### src/rtl/core/hcid_pkg.sv
package hcid_pkg;

  localparam int unsigned DefMaxFrameBytes = 1028;
  localparam int unsigned CapW             = 11;
  localparam int unsigned OffsetW          = 11;
  localparam int unsigned LenW             = 16;
  localparam int unsigned HdrW             = 3;
  localparam int unsigned ApbAddrW         = 3;
  localparam int unsigned ApbDataW         = 32;

  localparam logic [CapW-1:0] CapResetValue = CapW'(260);
  localparam logic [HdrW-1:0] HdrBytesEvent = HdrW'(2);
  localparam logic [HdrW-1:0] HdrBytesAcl   = HdrW'(4);

  localparam int unsigned EvtLenOffset   = 1;
  localparam int unsigned AclLenLoOffset = 2;
  localparam int unsigned AclLenHiOffset = 3;

  typedef enum logic [0:0] {
    RegAclMode  = 1'b0,
    RegFrameCap = 1'b1
  } reg_idx_e;

  typedef struct packed {
    logic [7:0] rx_byte;
    logic       chunk_end;
  } in_req_t;

  typedef struct packed {
    logic [7:0]         out_byte;
    logic [OffsetW-1:0] byte_offset;
    logic               frame_end;
    logic               frame_dropped;
  } out_req_t;

  typedef struct packed {
    logic            acl_mode;
    logic [CapW-1:0] frame_capacity;
  } cfg_t;

endpackage

### src/rtl/core/hci_packet_deframer.sv
// HCI packet deframer: takes one received byte per request and returns at most one result
// per byte, one byte per cycle sustained while the output is not stalled. Each byte is
// handled by the fill counter compare and header length capture; its result lands in one
// output register, valid in the cycle after the byte is taken, and a new byte is taken
// whenever that register is empty or being drained. Bytes skipped after an overflow give
// no result. Event framing (acl_mode 0) reads the payload length from header byte 1; ACL
// framing reads a little-endian length from header bytes 2 and 3. Overflow occurs when a
// byte would sit at an offset at or beyond frame_capacity (clamped to MAX_FRAME_BYTES);
// it returns one result with frame_dropped set and discards the rest of the current chunk.
module hci_packet_deframer import hcid_pkg::*; #(
  parameter int unsigned MAX_FRAME_BYTES = DefMaxFrameBytes
) (
  input  logic                clk_i,
  input  logic                rst_ni,
  input  logic                psel,
  input  logic                penable,
  input  logic                pwrite,
  input  logic [ApbAddrW-1:0] paddr,
  input  logic [ApbDataW-1:0] pwdata,
  output logic [ApbDataW-1:0] prdata,
  output logic                pready,
  input  logic                in_valid_i,
  output logic                in_stall_o,
  input  in_req_t             in_data_i,
  output logic                out_valid_o,
  input  logic                out_stall_i,
  output out_req_t            out_data_o
);

  localparam int unsigned FillW = $clog2(MAX_FRAME_BYTES + 1);
  localparam int unsigned CmpW  = (FillW > CapW) ? FillW : CapW;
  localparam int unsigned SumW  = LenW + 1;

  cfg_t cfg;

  hcid_cfg_regs u_cfg_regs (
    .clk_i  (clk_i),
    .rst_ni (rst_ni),
    .psel   (psel),
    .penable(penable),
    .pwrite (pwrite),
    .paddr  (paddr),
    .pwdata (pwdata),
    .prdata (prdata),
    .pready (pready),
    .cfg_o  (cfg)
  );

  logic [FillW-1:0] fill_d, fill_q;
  logic [LenW-1:0]  plen_d, plen_q;
  logic             skip_d, skip_q;
  logic             out_valid_d, out_valid_q;
  out_req_t         out_data_d, out_data_q;

  logic             accept;
  logic [CmpW-1:0]  cap;
  logic [CmpW-1:0]  fill_ext;
  logic [FillW-1:0] fill_inc;
  logic [HdrW-1:0]  hdr;
  logic [LenW-1:0]  plen_nxt;
  logic             overflow;
  logic             done;
  logic             res_valid;

  assign in_stall_o = out_valid_q && out_stall_i;
  assign accept     = in_valid_i && !in_stall_o;

  assign cap = (CmpW'(cfg.frame_capacity) < CmpW'(MAX_FRAME_BYTES)) ?
               CmpW'(cfg.frame_capacity) : CmpW'(MAX_FRAME_BYTES);
  assign fill_ext = CmpW'(fill_q);
  assign overflow = fill_ext >= cap;
  assign fill_inc = fill_q + FillW'(1);
  assign hdr      = cfg.acl_mode ? HdrBytesAcl : HdrBytesEvent;

  always_comb begin
    plen_nxt = plen_q;
    if (cfg.acl_mode) begin
      if (fill_ext == CmpW'(AclLenLoOffset)) begin
        plen_nxt = LenW'(in_data_i.rx_byte);
      end else if (fill_ext == CmpW'(AclLenHiOffset)) begin
        plen_nxt = {in_data_i.rx_byte, plen_q[7:0]};
      end
    end else if (fill_ext == CmpW'(EvtLenOffset)) begin
      plen_nxt = LenW'(in_data_i.rx_byte);
    end
  end

  assign done = (SumW'(fill_inc) >= SumW'(hdr)) &&
                (SumW'(fill_inc) == (SumW'(hdr) + SumW'(plen_nxt)));

  assign res_valid = accept && !skip_q;

  always_comb begin
    fill_d     = fill_q;
    plen_d     = plen_q;
    skip_d     = skip_q;
    out_data_d = out_data_q;
    if (accept) begin
      if (skip_q) begin
        if (in_data_i.chunk_end) begin
          skip_d = 1'b0;
        end
      end else if (overflow) begin
        fill_d     = '0;
        plen_d     = '0;
        skip_d     = !in_data_i.chunk_end;
        out_data_d = '0;
        out_data_d.frame_dropped = 1'b1;
      end else begin
        plen_d                   = plen_nxt;
        fill_d                   = done ? '0 : fill_inc;
        out_data_d.out_byte      = in_data_i.rx_byte;
        out_data_d.byte_offset   = fill_ext[OffsetW-1:0];
        out_data_d.frame_end     = done;
        out_data_d.frame_dropped = 1'b0;
      end
    end
  end

  always_comb begin
    out_valid_d = out_valid_q;
    if (res_valid) begin
      out_valid_d = 1'b1;
    end else if (!out_stall_i) begin
      out_valid_d = 1'b0;
    end
  end

  always_ff @(posedge clk_i or negedge rst_ni) begin
    if (!rst_ni) begin
      fill_q      <= '0;
      plen_q      <= '0;
      skip_q      <= 1'b0;
      out_valid_q <= 1'b0;
    end else begin
      fill_q      <= fill_d;
      plen_q      <= plen_d;
      skip_q      <= skip_d;
      out_valid_q <= out_valid_d;
    end
  end

  always_ff @(posedge clk_i) begin
    out_data_q <= out_data_d;
  end

  assign out_valid_o = out_valid_q;
  assign out_data_o  = out_data_q;

endmodule

### src/rtl/core/hcid_cfg_regs.sv
module hcid_cfg_regs import hcid_pkg::*; (
  input  logic                clk_i,
  input  logic                rst_ni,
  input  logic                psel,
  input  logic                penable,
  input  logic                pwrite,
  input  logic [ApbAddrW-1:0] paddr,
  input  logic [ApbDataW-1:0] pwdata,
  output logic [ApbDataW-1:0] prdata,
  output logic                pready,
  output cfg_t                cfg_o
);

  cfg_t     cfg_d, cfg_q;
  reg_idx_e reg_idx;
  logic     wr_en;

  assign pready  = 1'b1;
  assign reg_idx = reg_idx_e'(paddr[ApbAddrW-1]);
  assign wr_en   = psel && penable && pwrite && pready;

  always_comb begin
    cfg_d = cfg_q;
    if (wr_en) begin
      case (reg_idx)
        RegAclMode:  cfg_d.acl_mode       = pwdata[0];
        RegFrameCap: cfg_d.frame_capacity = pwdata[CapW-1:0];
        default: ;
      endcase
    end
  end

  always_comb begin
    case (reg_idx)
      RegAclMode:  prdata = {{(ApbDataW-1){1'b0}}, cfg_q.acl_mode};
      RegFrameCap: prdata = {{(ApbDataW-CapW){1'b0}}, cfg_q.frame_capacity};
      default:     prdata = '0;
    endcase
  end

  always_ff @(posedge clk_i or negedge rst_ni) begin
    if (!rst_ni) begin
      cfg_q.acl_mode       <= 1'b0;
      cfg_q.frame_capacity <= CapResetValue;
    end else begin
      cfg_q <= cfg_d;
    end
  end

  assign cfg_o = cfg_q;

endmodule

### config.mk
export PLATFORM = sky130hd
export DESIGN_NAME = hci_packet_deframer
export DESIGN_NICKNAME = d
export VERILOG_FILES = /design/src/rtl/core/hcid_pkg.sv /design/src/rtl/core/hci_packet_deframer.sv /design/src/rtl/core/hcid_cfg_regs.sv
export SDC_FILE = /design/constraint.sdc
export NUM_CORES = 1
export LEC_CHECK = 0
export ABC_AREA = 1
export BUFFER_PORTS_ARGS = -buffer_cell sky130_fd_sc_hd__buf_4
export CAP_MARGIN = 20
export CELL_PAD_IN_SITES_DETAIL_PLACEMENT = 1
export CELL_PAD_IN_SITES_GLOBAL_PLACEMENT = 2
export CORE_MARGIN = 5
export CORE_UTILIZATION = 33
export DETAILED_ROUTE_END_ITERATION = 6
export PLACE_DENSITY_LB_ADDON = 0.05
export SETUP_SLACK_MARGIN = 0.15
export SLEW_MARGIN = 20
export SYNTH_ARGS = -nofsm -noshare
export SYNTH_HDL_FRONTEND = slang
export SYNTH_SLANG_ARGS = --single-unit
export TNS_END_PERCENT = 1
### constraint.sdc
create_clock -name clk_i -period 8 [get_ports clk_i]
set_input_delay 1.6 -clock clk_i [delete_from_list [all_inputs] [get_ports clk_i]]
set_output_delay 1.6 -clock clk_i [all_outputs]
set_load 0.01 [all_outputs]
After elaboration in Yosys (flattened, before gate mapping)
Cells that the tools add are included.
{"block": "totals", "reg_bits": 62, "latchBits": 0, "mem_bits_rw": 0, "mem_bits_ro": 0, "output_inout_bits": 56, "elab_cells": 50, "memories": 0}
{"block": "op_classes", "add_sub_neg": 2, "n_mul": 0, "n_div": 0, "magnitude_cmp": 3, "eq_ne": 5, "shift": 0, "mux": 16, "n_bitwise": 2, "n_reduce_logical": 12}
{"operator": "16-bit two-way mux", "count": 5}
{"operator": "32-bit one-hot mux with 2 select lines", "count": 1}
{"operator": "11-bit two-way mux", "count": 3}
{"operator": "11-bit by 2-bit equality test with 1-bit output, second input constant", "count": 2}
{"operator": "3-bit by 16-bit adder with 17-bit output", "count": 1}
{"operator": "11-bit by 17-bit equality test with 1-bit output", "count": 1}
{"operator": "11-bit by 1-bit adder with 11-bit output, second input constant", "count": 1}
{"operator": "11-bit by 1-bit equality test with 1-bit output, second input constant", "count": 1}
{"operator": "11-bit >= comparator", "count": 1}
{"operator": "11-bit by 3-bit >= comparator with 1-bit output", "count": 1}
{"operator": "11-bit < comparator, second input constant", "count": 1}
{"operator": "1-bit logical AND", "count": 6}
{"operator": "1-bit two-way mux", "count": 6}
{"operator": "2-bit AND reduction", "count": 3}
{"operator": "1-bit zero test", "count": 3}
{"operator": "3-bit two-way mux", "count": 1}
{"operator": "2-bit by 1-bit inequality test with 1-bit output, second input constant", "count": 1}
{"operator": "1-bit NOT", "count": 2}

Depth between registers and ports, before layout
{"block": "depth", "depth_word": 9, "depth_mapped": 27, "mapped_depth_nobuf": 26}

Cells and area by module
A second synthesis with hierarchy kept.
{"block": "unflattened", "hier_cells": 671, "area_unflattened_um2": 4670.7}
{"mod": "hci_packet_deframer", "n_inst": 1, "cells_per_inst": 566, "area_each_um2": 3883.7, "seq_area_each_um2": 1356.3}
{"mod": "hcid_cfg_regs", "n_inst": 1, "cells_per_inst": 105, "area_each_um2": 787.0, "seq_area_each_um2": 302.8}

Worst setup path before layout
OpenSTA, ideal clock, no wires.
{"block": "synth_path", "path_kind": "input port to output port", "startpoint": "input paddr[2]", "endpoint": "output prdata[10]", "arrival_time_ps": 2008, "required_ps": 6400, "path_slack_ps": 4392, "stages": 3, "cell_sequence": "clkbuf_1 nand2_1 inv_1"}
{"block": "synth_between", "elab_chain_cells": 2}
{"element": "start: declaration", "line_no": "hci_packet_deframer.sv:18", "source": "input logic [ApbAddrW-1:0] paddr,"}
{"element": "1-bit NOT (no source line)"}
{"element": "32-bit one-hot mux with 2 select lines (*)", "line_no": "hcid_cfg_regs.sv:34", "source": "case (reg_idx)"}
{"element": "end: declaration", "line_no": "hci_packet_deframer.sv:20", "source": "output logic [ApbDataW-1:0] prdata,"}
Every way passes the cells marked *; elsewhere a longest branch is shown, timed or not. The select of a mux whose other input is x is not followed.

Worst setup path in the final report
{"block": "layout_path", "startpoint": "register fill_q[0], in the netlist fill_ext[0]", "endpoint": "register fill_q[6], in the netlist fill_ext[6]"}
{"block": "layout_between", "elab_chain_cells": 9, "elab_cells_between_ends": 15}
{"element": "start: declaration", "line_no": "hci_packet_deframer.sv:49", "source": "logic [FillW-1:0] fill_d, fill_q;"}
{"element": "start signal: assignment", "line_no": "hci_packet_deframer.sv:136", "source": "fill_q <= fill_d;"}
{"element": "11-bit by 2-bit equality test with 1-bit output", "line_no": "hci_packet_deframer.sv:80", "source": "end else if (fill_ext == CmpW'(AclLenHiOffset)) begin"}
{"element": "16-bit two-way mux", "line_no": "hci_packet_deframer.sv:80"}
{"element": "16-bit two-way mux", "line_no": "hci_packet_deframer.sv:78", "source": "if (fill_ext == CmpW'(AclLenLoOffset)) begin"}
{"element": "16-bit two-way mux", "line_no": "hci_packet_deframer.sv:77", "source": "if (cfg.acl_mode) begin"}
{"element": "3-bit by 16-bit adder with 17-bit output", "line_no": "hci_packet_deframer.sv:89", "source": "(SumW'(fill_inc) == (SumW'(hdr) + SumW'(plen_nxt)));"}
{"element": "11-bit by 17-bit equality test with 1-bit output", "line_no": "hci_packet_deframer.sv:89"}
{"element": "1-bit logical AND", "line_no": "hci_packet_deframer.sv:88", "source": "assign done = (SumW'(fill_inc) >= SumW'(hdr)) &&"}
{"element": "11-bit two-way mux", "line_no": "hci_packet_deframer.sv:111", "source": "fill_d = done ? '0 : fill_inc;"}
{"element": "11-bit two-way mux (*)", "line_no": "hci_packet_deframer.sv:103", "source": "end else if (overflow) begin"}
Every way passes the cells marked *; elsewhere a longest branch is shown, timed or not.
A chain may end at the register's enable or synchronous reset.

==> reports/results.ini <==
[grt]
grt_max_degree = 42
overflow = 0
grt_pass1_wl_um = 23970
antenna_found_initial = 0
grtUsageTotal = 0.1820
grt_pass1_vias = 4594

[timing]
worstMarginPinSlew_ns = 0.6398
maxSlewHeadroom = 0.5708
rsz0062_at_grt = false
setup-violations-final = 0
skew_ns = 0.008621
report.final.slew_viol_count = 0
fin_crit_ns = 4.428
hold_viol = 0
fmax_ghz = 0.2258
fin_setup_tns_ns = 0
fin_crit_sh = 0.5535

[worst_setup_path]
crit_type = reg -> reg
cpPeakStageDelay_ns = 0.64
crit_arrival_ns = 4.65
critPathLaunch = fill_ext[0]
path_max_fanout = 12
slowest_stage = dfrtp_1
r2r-start = fill_ext[0]
worstPathCellList = ha_1 > inv_1 > nor2_4 > nand2_2 > nand2_4 > inv_2 > or2_2 > o21ai_0 > inv_1 > fa_1 > xor2_1 > nor3_1 > nand3_1 > nor2_1 > nand2_1 > nor2_1 > nand3_2 > nand2_2 > nand2_1
cp_data_required_time_ns = 8.23
start_kind = flip-flop
end_kind = flip-flop

[floorplan]
rows = 44
dieWidth_um = 131.0
coreArea_um2 = 14420
dieArea_um2 = 17160
die_h_um = 131.0
start_util = 0.3350
io_pins = 107

[pwr]
finalPower_mw = 1.951
switching_power_mw = 0.9492
leakage_nw = 2.923
power_frac_clock = 0.182
p_per_area_nw_per_um2 = 346.5
p_sw_frac = 0.4866
sequentialPowerShare = 0.258
p_comb_frac = 0.561
ir_drop_uv = 115.0
p_int_mw = 1.001

[yosys]
synth_warnings = 0
avgSynthCellArea_um2 = 7.234
ys_seq_elements = 62
synth_cells = 668
async_reset_ff_frac = 0.6613
ys.flop_type = dfrtp_1
synth_area_um2 = 4832
ys_seq_area_frac = 0.3433
ys_types = 44
synth_edf_count = 21

[clock_tree]
clock-sinks = 62
cts_tree = yes
cts_buffers = 9
hold_buffers = 0
post_cts_buffers = 0
ctsResizeCount = 0
cts.path.max_buffers = 2
worstSkewPairLatency_ns = 0.34
cts_root_buf = clkbuf_16
path_clk_slew_ns = 0.06
cts_max_level = 3

[hold_path]
hold_start = plen_q[5]
hold_class = reg -> reg

[final_layout]
stdcell_count = 914
layout_commonest_cell = nand2_1
fin_nets = 794
multi_input_area_um2 = 2665
antennaDiodeCount = 0
nFillCells = 1824
layout-drive-gt1-share = 0.2151
area_growth_pct = 16.49
layout_common_cells = nand2_1 (195), inv_1 (82), buf_4 (64), nor2_1 (63), nand3_1 (59)
seqCellArea_um2 = 1659

[drt]
drt_iter0_markers = 183
post_drt_wl_per_cell_um = 15.96
postRouteAntennaNets = 0
wirelength_um = 14590
firstDrtPassIters = 5
drc_errors = 0
vias = 4344
vias_per_cell = 4.753

[run]
drv_cap = 0

[placed_design]
hpwl_um = 11280
port-buffer-count = 61
place_congestion = 0.8075
dp_cells = 898

[outcome]
status = complete, no violations

## synth_stat cells, types with 2 or more instances
master,n,area share
o21ai_1,2,0.0021
inv_2,5,0.0039
inv_1,82,0.064
nor2_4,5,0.012
o22ai_1,11,0.014
conb_1,2,0.0016
xor2_1,6,0.011
nand4_1,12,0.016
ha_1,17,0.044
dfstp_2,2,0.011
clkbuf_1,7,0.0054
dfrtp_1,39,0.20
nor2_1,64,0.050
nor2_8,3,0.012
o211ai_1,2,0.0031
nor3_1,3,0.0031
nand3_2,10,0.021
o21ai_2,3,0.0054
buf_4,24,0.037
buf_2,3,0.0031
nand2_2,24,0.031
o21ai_0,17,0.018
nand2_4,7,0.016
edfxtp_1,21,0.13
mux2_2,9,0.021
buf_1,2,0.0016
nand2_1,195,0.15
nor2_2,5,0.0065
a21oi_1,12,0.012
nand3_1,60,0.062
## per-stage QoR
step	hold WS [ns]	util	setup WS [ns]	instance area [um^2]
final	0.5079	0.3903	3.572	5629
after detailed placement	0.5015	0.3720	3.564	5365
after global placement	0.4872	0.3720	3.633	5365
after global routing	0.5455	0.3903	3.220	5629
after floorplan	0.4746	-	4.392	4907
after CTS	0.5150	0.3899	3.541	5624
## cell families (layout without fill, tap and decap cells)
kind of cell    after synthesis  after routing  share of synthesized area
fa+ha+maj                    18             18                    0.04816
mux                           9              9                    0.02097
xor+xnor                      7              7                    0.01269
simple gates                393            393                     0.3881
compound gates               50             50                    0.06292
flops                        62             62                     0.3433
buf+inv                     127            169                     0.1222
other cells                   2             22                   0.001554
## path summary, 6_finish.rpt
kind	cells past startpoint	slack, ns	endpoint
setup / recovery	19	3.57	fill_ext[6]
hold / removal	2	0.51	plen_q[5]
setup reg to reg	19	3.57	fill_ext[6]
hold reg to reg	2	0.51	plen_q[5]
max in group asynchronous	1	6.29	u_cfg_regs.cfg_o[6]
min in group asynchronous	1	1.28	plen_q[2]
## final cells by class
class / instances / share of cell area
clock buffer: 10 / 0.04068
timing repair buffer: 64 / 0.08535
clock inverter: 6 / 0.005335
tap: 184 / 0.04090
multi-input combinational: 499 / 0.4734
sequential: 62 / 0.2947
inverter: 89 / 0.05957
## power groups by stage
stage / Clock (mW) / Sequential, mW / Combinational [mW]
4_1_cts: 0.364 / 0.505 / 1.12
2_1_floorplan: 0 / 0.489 / 0.818
5_1_grt: 0.380 / 0.514 / 1.25
3_3_place_gp: 0 / 0.505 / 1.08
3_5_place_dp: 0 / 0.510 / 1.11
6_report: 0.354 / 0.503 / 1.09
## critical path: cells and delay by family, from the launching register on
kind / cells / cell delay [ns]
AO/OA/AOI/OAI: 1 / 0.25
XOR/XNOR: 1 / 0.19
adder cells (fa/ha/maj): 2 / 0.75
buffers and inverters: 3 / 0.28
flip-flops: 1 / 0.64
AND/OR/NAND/NOR: 12 / 2.18
## sequential cells by signal (all words and copies together), names as in the netlist
register	cells
plen_q	16
fill_ext	11
skip_q	1
out_valid_o	1
out_data_o	21
u_cfg_regs.cfg_o	12
## per-layer routing
| layer | track usage | vias up | share of wire |
|---|---|---|---|
| li1 | - | 2198 | - |
| met1 | 0.2238 | 2081 | 0.44 |
| met2 | 0.3253 | 54 | 0.51 |
| met3 | 0.02642 | 11 | 0.028 |
| met4 | 0.05989 | 0 | 0.014 |
| met5 | 0 | - | 0 |
No activity file was read; power rests on OpenSTA's default activity.
